--- src/design/mu8_pkg.sv ---
package mu8_pkg;

  // Default depth of the queue between front and back
  localparam int QDEPTH_DEF = 4;

  // Result byte counts carried by one queue entry
  localparam logic [2:0] NB_MARKER = 3'd0;
  localparam logic [2:0] NB_ONE    = 3'd1;
  localparam logic [2:0] NB_PAIR   = 3'd6;

  // Sequence lengths set by a lead byte
  localparam logic [2:0] LEN_NONE = 3'd0;
  localparam logic [2:0] LEN_1    = 3'd1;
  localparam logic [2:0] LEN_2    = 3'd2;
  localparam logic [2:0] LEN_3    = 3'd3;
  localparam logic [2:0] LEN_4    = 3'd4;

  // Code point window that maps to a surrogate pair
  localparam logic [20:0] CP_MIN   = 21'h010000;
  localparam logic [20:0] CP_MAX   = 21'h10FFFF;
  localparam logic [15:0] SURR_HI  = 16'hD800;
  localparam logic [15:0] SURR_LO  = 16'hDC00;

  // All results caused by one input byte
  typedef struct packed {
    logic [2:0]      nbytes;  // NB_MARKER: one empty end marker
    logic [5:0][7:0] bytes;   // bytes[0] goes out first
  } q_entry_t;

  // Queue status seen by front and back
  typedef struct packed {
    logic full;
    logic empty;
  } q_stat_t;

  // Sequence length given by a lead byte
  function automatic logic [2:0] lead_length(input logic [7:0] c);
    logic [2:0] len;
    len = LEN_NONE;
    if (c[7] == 1'b0)               len = LEN_1;
    else if (c[7:5] == 3'b110)      len = LEN_2;
    else if (c[7:4] == 4'b1110)     len = LEN_3;
    else if (c[7:3] == 5'b11110)    len = LEN_4;
    return len;
  endfunction

  // Three-byte sequence for a 16-bit unit, lead byte in the top byte
  function automatic logic [23:0] encode3(input logic [15:0] u);
    return {8'hE0 | {4'b0, u[15:12]}, 8'h80 | {2'b0, u[11:6]}, 8'h80 | {2'b0, u[5:0]}};
  endfunction

endpackage

--- src/design/mu8_front.sv ---
module mu8_front import mu8_pkg::*; (
  input  logic       clk,
  input  logic       rst_n,
  input  logic       in_push,
  input  logic [7:0] in_byte,
  input  logic       in_end_of_text,
  input  q_stat_t    q_stat,
  output logic       q_push,
  output q_entry_t   q_wdata
);

  logic [7:0] held_r [3];
  logic [1:0] held_cnt_r, held_cnt_nxt;
  logic [2:0] exp_len_r, exp_len_nxt;

  logic        accept;
  logic        cont;
  logic [2:0]  len;
  logic        wr_held;
  logic [1:0]  wr_idx;
  logic [20:0] cp;
  logic [19:0] v;
  logic [15:0] hi_unit, lo_unit;
  logic [23:0] hi_enc, lo_enc;

  assign accept = in_push && !q_stat.full;
  assign cont   = (in_byte[7:6] == 2'b10);
  assign len    = lead_length(in_byte);

  // Decode a four-byte sequence and split it into surrogates
  assign cp      = {held_r[0][2:0], held_r[1][5:0], held_r[2][5:0], in_byte[5:0]};
  assign v       = 20'(cp - CP_MIN);
  assign hi_unit = SURR_HI + {6'b0, v[19:10]};
  assign lo_unit = SURR_LO + {6'b0, v[9:0]};
  assign hi_enc  = encode3(hi_unit);
  assign lo_enc  = encode3(lo_unit);

  // Classify the byte and build its queue entry
  always_comb begin
    held_cnt_nxt = held_cnt_r;
    exp_len_nxt  = exp_len_r;
    wr_held      = 1'b0;
    wr_idx       = held_cnt_r;
    q_wdata      = '0;
    q_wdata.nbytes = NB_MARKER;
    if (exp_len_r != LEN_NONE && cont) begin
      if ({1'b0, held_cnt_r} + 3'd1 >= exp_len_r) begin
        if (exp_len_r < LEN_4) begin
          q_wdata.nbytes   = {1'b0, held_cnt_r} + 3'd1;
          q_wdata.bytes[0] = held_r[0];
          q_wdata.bytes[1] = (held_cnt_r == 2'd1) ? in_byte : held_r[1];
          q_wdata.bytes[2] = in_byte;
        end else if (cp >= CP_MIN && cp <= CP_MAX) begin
          q_wdata.nbytes   = NB_PAIR;
          q_wdata.bytes[0] = hi_enc[23:16];
          q_wdata.bytes[1] = hi_enc[15:8];
          q_wdata.bytes[2] = hi_enc[7:0];
          q_wdata.bytes[3] = lo_enc[23:16];
          q_wdata.bytes[4] = lo_enc[15:8];
          q_wdata.bytes[5] = lo_enc[7:0];
        end
        held_cnt_nxt = 2'd0;
        exp_len_nxt  = LEN_NONE;
      end else begin
        wr_held      = 1'b1;
        held_cnt_nxt = held_cnt_r + 2'd1;
      end
    end else begin
      held_cnt_nxt = 2'd0;
      exp_len_nxt  = LEN_NONE;
      if (len == LEN_1) begin
        q_wdata.nbytes   = NB_ONE;
        q_wdata.bytes[0] = in_byte;
      end else if (len != LEN_NONE) begin
        wr_held      = 1'b1;
        wr_idx       = 2'd0;
        held_cnt_nxt = 2'd1;
        exp_len_nxt  = len;
      end
    end
    // Drop any partial sequence at end of text
    if (in_end_of_text) begin
      held_cnt_nxt = 2'd0;
      exp_len_nxt  = LEN_NONE;
    end
  end

  assign q_push = accept;

  // Advance sequence state
  always_ff @(posedge clk) begin
    if (!rst_n) begin
      held_cnt_r <= 2'd0;
      exp_len_r  <= LEN_NONE;
    end else if (accept) begin
      held_cnt_r <= held_cnt_nxt;
      exp_len_r  <= exp_len_nxt;
    end
  end

  // Hold bytes of the pending sequence
  always_ff @(posedge clk) begin
    if (accept && wr_held) begin
      case (wr_idx)
        2'd0:    held_r[0] <= in_byte;
        2'd1:    held_r[1] <= in_byte;
        2'd2:    held_r[2] <= in_byte;
        default: held_r[1] <= in_byte;
      endcase
    end
  end

endmodule

--- src/design/mu8_queue.sv ---
module mu8_queue import mu8_pkg::*; #(
  parameter int DEPTH = QDEPTH_DEF
) (
  input  logic     clk,
  input  logic     rst_n,
  input  logic     push,
  input  q_entry_t wdata,
  input  logic     pop,
  output q_entry_t rdata,
  output q_stat_t  stat
);

  localparam int PW = (DEPTH > 1) ? $clog2(DEPTH) : 1;
  localparam int CW = $clog2(DEPTH + 1);

  q_entry_t mem_r [DEPTH];
  logic [PW-1:0] wptr_r, wptr_nxt;
  logic [PW-1:0] rptr_r, rptr_nxt;
  logic [CW-1:0] cnt_r, cnt_nxt;

  assign stat.full  = (cnt_r == CW'(DEPTH));
  assign stat.empty = (cnt_r == '0);
  assign rdata      = mem_r[rptr_r];

  // Advance pointers and occupancy
  always_comb begin
    wptr_nxt = wptr_r;
    rptr_nxt = rptr_r;
    cnt_nxt  = cnt_r;
    if (push) wptr_nxt = (wptr_r == PW'(DEPTH - 1)) ? '0 : wptr_r + 1'b1;
    if (pop)  rptr_nxt = (rptr_r == PW'(DEPTH - 1)) ? '0 : rptr_r + 1'b1;
    if (push && !pop)      cnt_nxt = cnt_r + 1'b1;
    else if (pop && !push) cnt_nxt = cnt_r - 1'b1;
  end

  always_ff @(posedge clk) begin
    if (!rst_n) begin
      wptr_r <= '0;
      rptr_r <= '0;
      cnt_r  <= '0;
    end else begin
      wptr_r <= wptr_nxt;
      rptr_r <= rptr_nxt;
      cnt_r  <= cnt_nxt;
    end
  end

  // Store entries
  always_ff @(posedge clk) begin
    if (push) mem_r[wptr_r] <= wdata;
  end

  a_cnt_bound: assert property (@(posedge clk) disable iff (!rst_n)
    cnt_r <= CW'(DEPTH)) else $error("queue occupancy above depth");
  a_no_overflow: assert property (@(posedge clk) disable iff (!rst_n)
    push |-> (!stat.full || pop)) else $error("push into full queue");
  a_no_underflow: assert property (@(posedge clk) disable iff (!rst_n)
    pop |-> !stat.empty) else $error("pop from empty queue");

endmodule

--- src/design/mu8_back.sv ---
module mu8_back import mu8_pkg::*; (
  input  logic       clk,
  input  logic       rst_n,
  input  q_entry_t   q_rdata,
  input  q_stat_t    q_stat,
  output logic       q_pop,
  input  logic       out_pop,
  output logic       out_empty,
  output logic [7:0] out_byte,
  output logic       out_byte_present,
  output logic       out_run_last
);

  logic [2:0] idx_r, idx_nxt;
  logic       valid_r, valid_nxt;
  logic [7:0] byte_r;
  logic       present_r, last_r;

  logic       load;
  logic       is_marker;
  logic       beat_last;
  logic [7:0] beat_byte;

  assign is_marker = (q_rdata.nbytes == NB_MARKER);
  assign beat_last = is_marker || (idx_r == q_rdata.nbytes - 3'd1);
  assign load      = !q_stat.empty && (!valid_r || out_pop);

  // Pick the current beat from the head entry
  always_comb begin
    case (idx_r)
      3'd0:    beat_byte = q_rdata.bytes[0];
      3'd1:    beat_byte = q_rdata.bytes[1];
      3'd2:    beat_byte = q_rdata.bytes[2];
      3'd3:    beat_byte = q_rdata.bytes[3];
      3'd4:    beat_byte = q_rdata.bytes[4];
      3'd5:    beat_byte = q_rdata.bytes[5];
      default: beat_byte = 8'h00;
    endcase
    if (is_marker) beat_byte = 8'h00;
  end

  // Step through the entry; retire it on its last beat
  always_comb begin
    idx_nxt   = idx_r;
    valid_nxt = valid_r;
    q_pop     = 1'b0;
    if (out_pop && valid_r) valid_nxt = 1'b0;
    if (load) begin
      valid_nxt = 1'b1;
      if (beat_last) begin
        idx_nxt = 3'd0;
        q_pop   = 1'b1;
      end else begin
        idx_nxt = idx_r + 3'd1;
      end
    end
  end

  always_ff @(posedge clk) begin
    if (!rst_n) begin
      idx_r   <= 3'd0;
      valid_r <= 1'b0;
    end else begin
      idx_r   <= idx_nxt;
      valid_r <= valid_nxt;
    end
  end

  // Load the output register
  always_ff @(posedge clk) begin
    if (load) begin
      byte_r    <= beat_byte;
      present_r <= !is_marker;
      last_r    <= beat_last;
    end
  end

  assign out_empty        = !valid_r;
  assign out_byte         = byte_r;
  assign out_byte_present = present_r;
  assign out_run_last     = last_r;

  a_idx_range: assert property (@(posedge clk) disable iff (!rst_n)
    idx_r < NB_PAIR) else $error("beat index out of range");
  a_mid_entry: assert property (@(posedge clk) disable iff (!rst_n)
    (idx_r != 3'd0) |-> !q_stat.empty) else $error("entry in progress but queue empty");
  a_marker_last: assert property (@(posedge clk) disable iff (!rst_n)
    (valid_r && !present_r) |-> last_r) else $error("end marker without last flag");

endmodule

--- src/design/utf8_to_modified_utf8.sv ---
// Results of an accepted byte pass through the queue, then the output register.
// Throughput: one input byte per cycle while each byte yields one result and out_pop
// is high; a byte with several results holds the output stage until each is popped, and
// in_full stalls the front only once the QDEPTH-entry queue between front and back fills.
// Reset: synchronous, active low; clears sequence state, queue and output valid.
module utf8_to_modified_utf8 import mu8_pkg::*; #(
  parameter int QDEPTH = QDEPTH_DEF
) (
  input  logic       clk,
  input  logic       rst_n,
  input  logic       in_push,
  output logic       in_full,
  input  logic [7:0] in_byte,
  input  logic       in_end_of_text,
  output logic       out_empty,
  input  logic       out_pop,
  output logic [7:0] out_byte,
  output logic       out_byte_present,
  output logic       out_run_last
);

  q_stat_t  q_stat;
  q_entry_t q_wdata, q_rdata;
  logic     q_push, q_pop;

  assign in_full = q_stat.full;

  mu8_front u_front (
    .clk            (clk),
    .rst_n          (rst_n),
    .in_push        (in_push),
    .in_byte        (in_byte),
    .in_end_of_text (in_end_of_text),
    .q_stat         (q_stat),
    .q_push         (q_push),
    .q_wdata        (q_wdata)
  );

  mu8_queue #(.DEPTH(QDEPTH)) u_queue (
    .clk   (clk),
    .rst_n (rst_n),
    .push  (q_push),
    .wdata (q_wdata),
    .pop   (q_pop),
    .rdata (q_rdata),
    .stat  (q_stat)
  );

  mu8_back u_back (
    .clk              (clk),
    .rst_n            (rst_n),
    .q_rdata          (q_rdata),
    .q_stat           (q_stat),
    .q_pop            (q_pop),
    .out_pop          (out_pop),
    .out_empty        (out_empty),
    .out_byte         (out_byte),
    .out_byte_present (out_byte_present),
    .out_run_last     (out_run_last)
  );

endmodule

--- config.mk ---
export PLATFORM = sky130hd
export DESIGN_NAME = utf8_to_modified_utf8
export DESIGN_NICKNAME = d
export VERILOG_FILES = /design/src/design/mu8_pkg.sv /design/src/design/mu8_front.sv /design/src/design/mu8_queue.sv /design/src/design/mu8_back.sv /design/src/design/utf8_to_modified_utf8.sv
export SDC_FILE = /design/constraint.sdc
export NUM_CORES = 1
export LEC_CHECK = 0
export BUFFER_PORTS_ARGS = -buffer_cell sky130_fd_sc_hd__buf_2
export CAP_MARGIN = 20
export CORE_MARGIN = 2
export CORE_UTILIZATION = 50
export DETAILED_ROUTE_END_ITERATION = 10
export HOLD_SLACK_MARGIN = 0.12
export PLACE_DENSITY = 0.69
export SYNTH_ARGS = -nofsm -noshare
export SYNTH_HDL_FRONTEND = slang
export SYNTH_SLANG_ARGS = --single-unit
--- constraint.sdc ---
create_clock -name clk -period 3.8 [get_ports clk]
set_clock_uncertainty 0.1 [all_clocks]
set_input_delay 0.38 -clock clk [delete_from_list [all_inputs] [get_ports clk]]
set_output_delay 0.38 -clock clk [all_outputs]
set_load 0.05 [all_outputs]
== After elaboration in Yosys (flattened, before gate mapping) ==
Memory sizes are Yosys's and may differ from the RTL's. A register that Yosys moved wholly into a read port is not among the register bits.
Index checks and enable logic that the tools add are counted.
Storage, ports and cells
  bits of input ports: 13
  bits in writable memories: 228
  memories: 2
  output and inout port bits: 12
  logic and storage cells: 139
  bits in registers: 26
Cells by class
  equality and inequality tests: 18
  bitwise operators: 1
  order comparisons: 4
  add/subtract/negate cells: 11
  muxes and demuxes: 65
  reductions and logical operators: 28
Memory list
  u_queue.mem_r: words 4, bits a word 51, read ports 1, clocked after Yosys merged registers in 1, wr ports 1, line mu8_queue.sv:16  | q_entry_t mem_r [DEPTH];
  u_front.held_r: words 3, bits a word 8, read ports 3, clocked after Yosys merged registers in 0, wr ports 1, line mu8_front.sv:12  | logic [7:0] held_r [3];
Operators with widths (number)
  $mux 51: 2
  $mux 24: 2
  $mux 8: 6
  $pmux 8 s6: 1
  $mux 3: 14
  $mux 40: 1
  $add 15x11->16 const A: 2
  $mux 1: 26
  $mux 2: 13
  $ge 21x17->1 const B: 1
  $le 21x21->1 const B: 1
  $sub 20x17->20 const B: 1
  $reduce_or 8->1: 2
  $eq 3x3->1 const B: 4
  $logic_not 3->1: 3
  $eq 2x2->1 const B: 4
  $logic_and 1x1->1: 8
  $add 2x1->2 const B: 3
  $add 3x1->3 const B: 2
  $eq 3x1->1 const B: 2
  $eq 3x2->1 const B: 2
  $logic_not 1->1: 6
  $reduce_bool 3->1: 2
  $sub 3x1->3 const B: 2
  14 further kinds: 17

== Longest topological paths before layout ==
  word-level depth: 18
  depth in mapped cells: 16
  depth with buffers taken out: 14

== Cells and area by module ==
A second synthesis with hierarchy kept.
Second synthesis, totals
  cells, all modules: 584
  area, all modules: 10785.3 um^2
By module, submodules not included
  mu8_queue: instances 1, cells each 311, area an instance 7876.3 um^2
  mu8_front: instances 1, cells each 176, area an instance 1818.0 um^2
  mu8_back: instances 1, cells each 97, area an instance 1091.0 um^2

== Least setup slack after synthesis ==
OpenSTA, ideal clock, no wires.
  kind: flip-flop to flip-flop
  start: register (tool-made name)
  end: register u_queue.cnt_r[2]
  data required time: 3624 ps
  path slack: 220 ps
  arrival: 3404 ps
  cell stages (with the launch flop): 17
  clock period less this slack: 3580 ps
  path through: dfxtp_1 -> buf_6 -> buf_4 -> mux4_2 -> inv_1 -> ha_1 -> ha_1 -> xnor2_1 -> o31ai_4 -> and2_1 -> inv_1 -> ha_1 -> inv_1 -> fa_1 -> xor2_1 -> or3_1 -> a21boi_0
RTL lines
  to (signal assigned): line mu8_queue.sv:44  | cnt_r <= cnt_nxt;
  to (decl): line mu8_queue.sv:19  | logic [CW-1:0] cnt_r, cnt_nxt;

==> key figures <==
Floorplanning
  • Die area: 18520 µm²
  • # rows: 48
  • Die X: 136.1 µm
  • Chip height: 136.1 µm
  • Initial core utilization: 0.5079
  • Ports: 25
  • Core area: 17180 µm²

CTS
  • CTS tree: built
  • Worst-path clk slew: 0.06 ns
  • Inserted Clock Buffers: 21
  • Clk_lat worst skew: 0.50 ns
  • Post-CTS setup buffer count: 0
  • Clk sink count: 202
  • Root buf cell: clkbuf_16
  • # H-tree levels: 1
  • Worst-case clock buffer depth: 3

Worst setup path
  • Worst setup EP type: register
  • Crit Path Category: register to register
  • Buf+Inv Stages, Crit Path: 3
  • Type of origin of the critical path: register
  • CP arrival: 3.83 ns
  • Crit path cell chain: mux4_2, inv_1, ha_1, ha_1, xnor2_1, o31ai_4, and2_1, inv_1, ha_1, inv_1, fa_1, xor2_1, or3_1, a21boi_0
  • WP data required: 4.10 ns
  • Slowest-stage cell, CP: mux4_2
  • Crit path max-delay family: adder cells
  • Crit-path max cell delay: 0.56 ns
  • Crit Path Max Fanout: 5

Layout
  • Layout area overhead: 12.13%
  • Number of diodes: 0
  • Nets: 627
  • Area occupied by multi-input gates: 2581 µm²
  • Commonest non-fill, non-tap cell in the layout: edfxtp_1
  • Filler Cell Count: 1356
  • Fin area: 9783 µm²
  • Reg area: 5887 µm²
  • Commonest cells after routing, fill and taps aside: edfxtp_1, mux4_2, inv_1, nand2_1, buf_2
  • Layout cell share with drive strength beyond 1: 0.2013
  • Finished Layout Cells: 831

Detailed routing
  • Iteration-0 DRC Markers: 401
  • Vias: 4907
  • First-pass DRT Iterations: 5
  • Number of routed nets with antenna violations: 0
  • DRC errors left: 0
  • Via/cell ratio: 5.905
  • WL/cell: 21.00 µm
  • WL final: 17450 µm

Power
  • PD cells: 630.7 nW/µm²
  • Design Power: 6.170 mW
  • Lkg Pwr: 3.343 nW
  • VDD IR max: 0.3723 mV

Timing
  • Max frequency: 283.0 MHz
  • Unrepaired setup endpoints after global routing: false
  • Final worst-path cycle share: 0.9298
  • Worst-Margin Slew: 1.054 ns
  • Final hold vios: 0
  • Normalized max-slew margin: 0.2973
  • Final setup vio count: 0
  • Crit path time final: 3.533 ns
  • Fin Setup TNS: 0 ns
  • Slew Limit Fails: 0
  • Final worst setup slack: 0.2666 ns

GRT
  • Pin count of the biggest net entering global routing: 39
  • Initial antenna violation count: 0
  • Grt total ovfl: 0
  • Via count of the first global-routing pass: 4913
  • All-layer global routing usage: 0.1957
  • First-pass GRT wire length: 27370 µm

Place
  • Placer Congestion: 0.8699
  • Post-DP HPWL: 11280 µm
  • Buffers on Ports: 24
  • Dpl ws: 0.2843 ns
  • Placed Cells: 787
  • Post-DP Area: 9094 µm²

Yosys
  • Cell count after synthesis: 550
  • Ys flop type: edfxtp_1
  • Mapped Area: 8725 µm²
  • Synth cell types: 64
  • EDFF count, synth: 184
  • Synth async-reset ratio: 0
  • Synthesis Warnings: 0
  • Synthesized area per cell: 15.86 µm²
  • Seq/Total Area, Yosys: 0.6746
  • Number of synthesized register bits: 202

Outcome
  • Status: completed

Run
  • Max-cap viol count: 0

Min path
  • Worst min path class: primary input to register
cell families after synthesis:
kind of cell / share of synthesized area
flip-flops: 0.6746
AND/OR/NAND/NOR: 0.07974
AO/OA/AOI/OAI: 0.06869
buffers and inverters: 0.03141
multiplexers: 0.1073
adder cells (fa/ha/maj): 0.03098
XOR/XNOR: 0.006885
other: 0.0004298
tightest hold or removal path, stage by stage:
cell and delay, ns:
buf_2 0.13, nor2_1 0.05, o21ai_0 0.05, a21boi_0 0.07
power by group:
group / switching (mW) / internal, mW
combinational: 0.942 / 0.562
sequential: 0.0924 / 2.72
clock: 0.797 / 1.06
total: 1.83 / 4.34
synth_stat cells (2+ instances only):
| cell type | n | area (µm²) |
|---|---|---|
| a22o_2 | 2 | 20.02 |
| a21boi_1 | 2 | 15.01 |
| nand4_1 | 16 | 100.1 |
| clkbuf_1 | 14 | 52.55 |
| xnor2_1 | 3 | 26.28 |
| dfxtp_1 | 18 | 360.4 |
| buf_6 | 3 | 33.78 |
| nor2b_1 | 5 | 31.28 |
| o221ai_1 | 5 | 43.79 |
| nor2_1 | 20 | 75.07 |
| mux2i_1 | 8 | 80.08 |
| o211ai_1 | 3 | 22.52 |
| o31ai_4 | 2 | 42.54 |
| or3_4 | 2 | 22.52 |
| o32ai_1 | 9 | 78.83 |
| edfxtp_1 | 184 | 5525 |
| clkinv_1 | 2 | 7.510 |
| xor2_1 | 2 | 17.52 |
| ha_1 | 20 | 250.2 |
| buf_2 | 7 | 35.03 |
| o21ai_1 | 3 | 15.01 |
| o21a_1 | 2 | 15.01 |
| a221oi_1 | 2 | 17.52 |
| nor4_1 | 3 | 18.77 |
| or3_1 | 2 | 12.51 |
| a21oi_1 | 19 | 95.09 |
| nand2_1 | 32 | 120.1 |
| buf_4 | 2 | 15.01 |
| nor3_1 | 21 | 105.1 |
| mux4_2 | 38 | 855.8 |
| and2_1 | 8 | 50.05 |
| o31ai_1 | 4 | 30.03 |
| a222oi_1 | 4 | 40.04 |
| inv_1 | 32 | 120.1 |
| a211oi_1 | 2 | 15.01 |
| o21ai_0 | 8 | 40.04 |
| nand3_1 | 8 | 40.04 |
| a21boi_0 | 6 | 45.04 |
| nand2b_1 | 2 | 12.51 |
worst paths after layout:
kind / depth (start not counted) / end / from / slack [ns]
max: 14 / u_queue.cnt_r[2] / register / 0.27
min: 4 / u_front.held_cnt_r[0] / in_end_of_text / 0.15
max reg2reg: 14 / u_queue.cnt_r[2] / register / 0.27
min reg2reg: 2 / u_queue.rptr_r[1] / u_queue.rptr_r[1] / 0.41
final cells by class:
cell class,count,share of cell area
Clock buffer,30,0.05921
Clock inverter,6,0.003069
Inverter,35,0.01368
Multi-Input combinational cell,289,0.2638
Sequential cell,202,0.6017
Tap cell,225,0.02878
Timing Repair Buffer,44,0.02967
through the flow:
step | utilization | hold WS, ns
floorplan | - | 0.3434
global placement | 0.5294 | 0.3720
detailed placement | 0.5294 | 0.3829
CTS | 0.5696 | 0.1396
global route | 0.5696 | 0.1625
finish | 0.5696 | 0.1469
sequential cells by signal, indices dropped and copies added (netlist names), named ones only:
signal and flops:
u_queue.mem_r 152, u_front.held_r 22, u_back.out_byte 8, u_back.idx_r 3, u_front.exp_len_r 3, u_queue.cnt_r 3
u_front.held_cnt_r 2, u_queue.rptr_r 2, u_queue.wptr_r 2, u_back.out_byte_present 1, u_back.out_run_last 1, u_back.valid_r 1
per-layer routing:
| layer | GRT usage | wire length [µm] |
|---|---|---|
| met3 | 0.03057 | 1039 |
| met2 | 0.3241 | 8542 |
| met1 | 0.2758 | 7650 |
| met5 | 0 | 0 |
| met4 | 0.04630 | 221 |
timing repair:
action	4_1_cts	5_1_grt
hold endpoints to repair	21	0
gates resized for setup	0	0
hold buffers	8	0
Note: power is estimated with default switching activity, not from simulation.
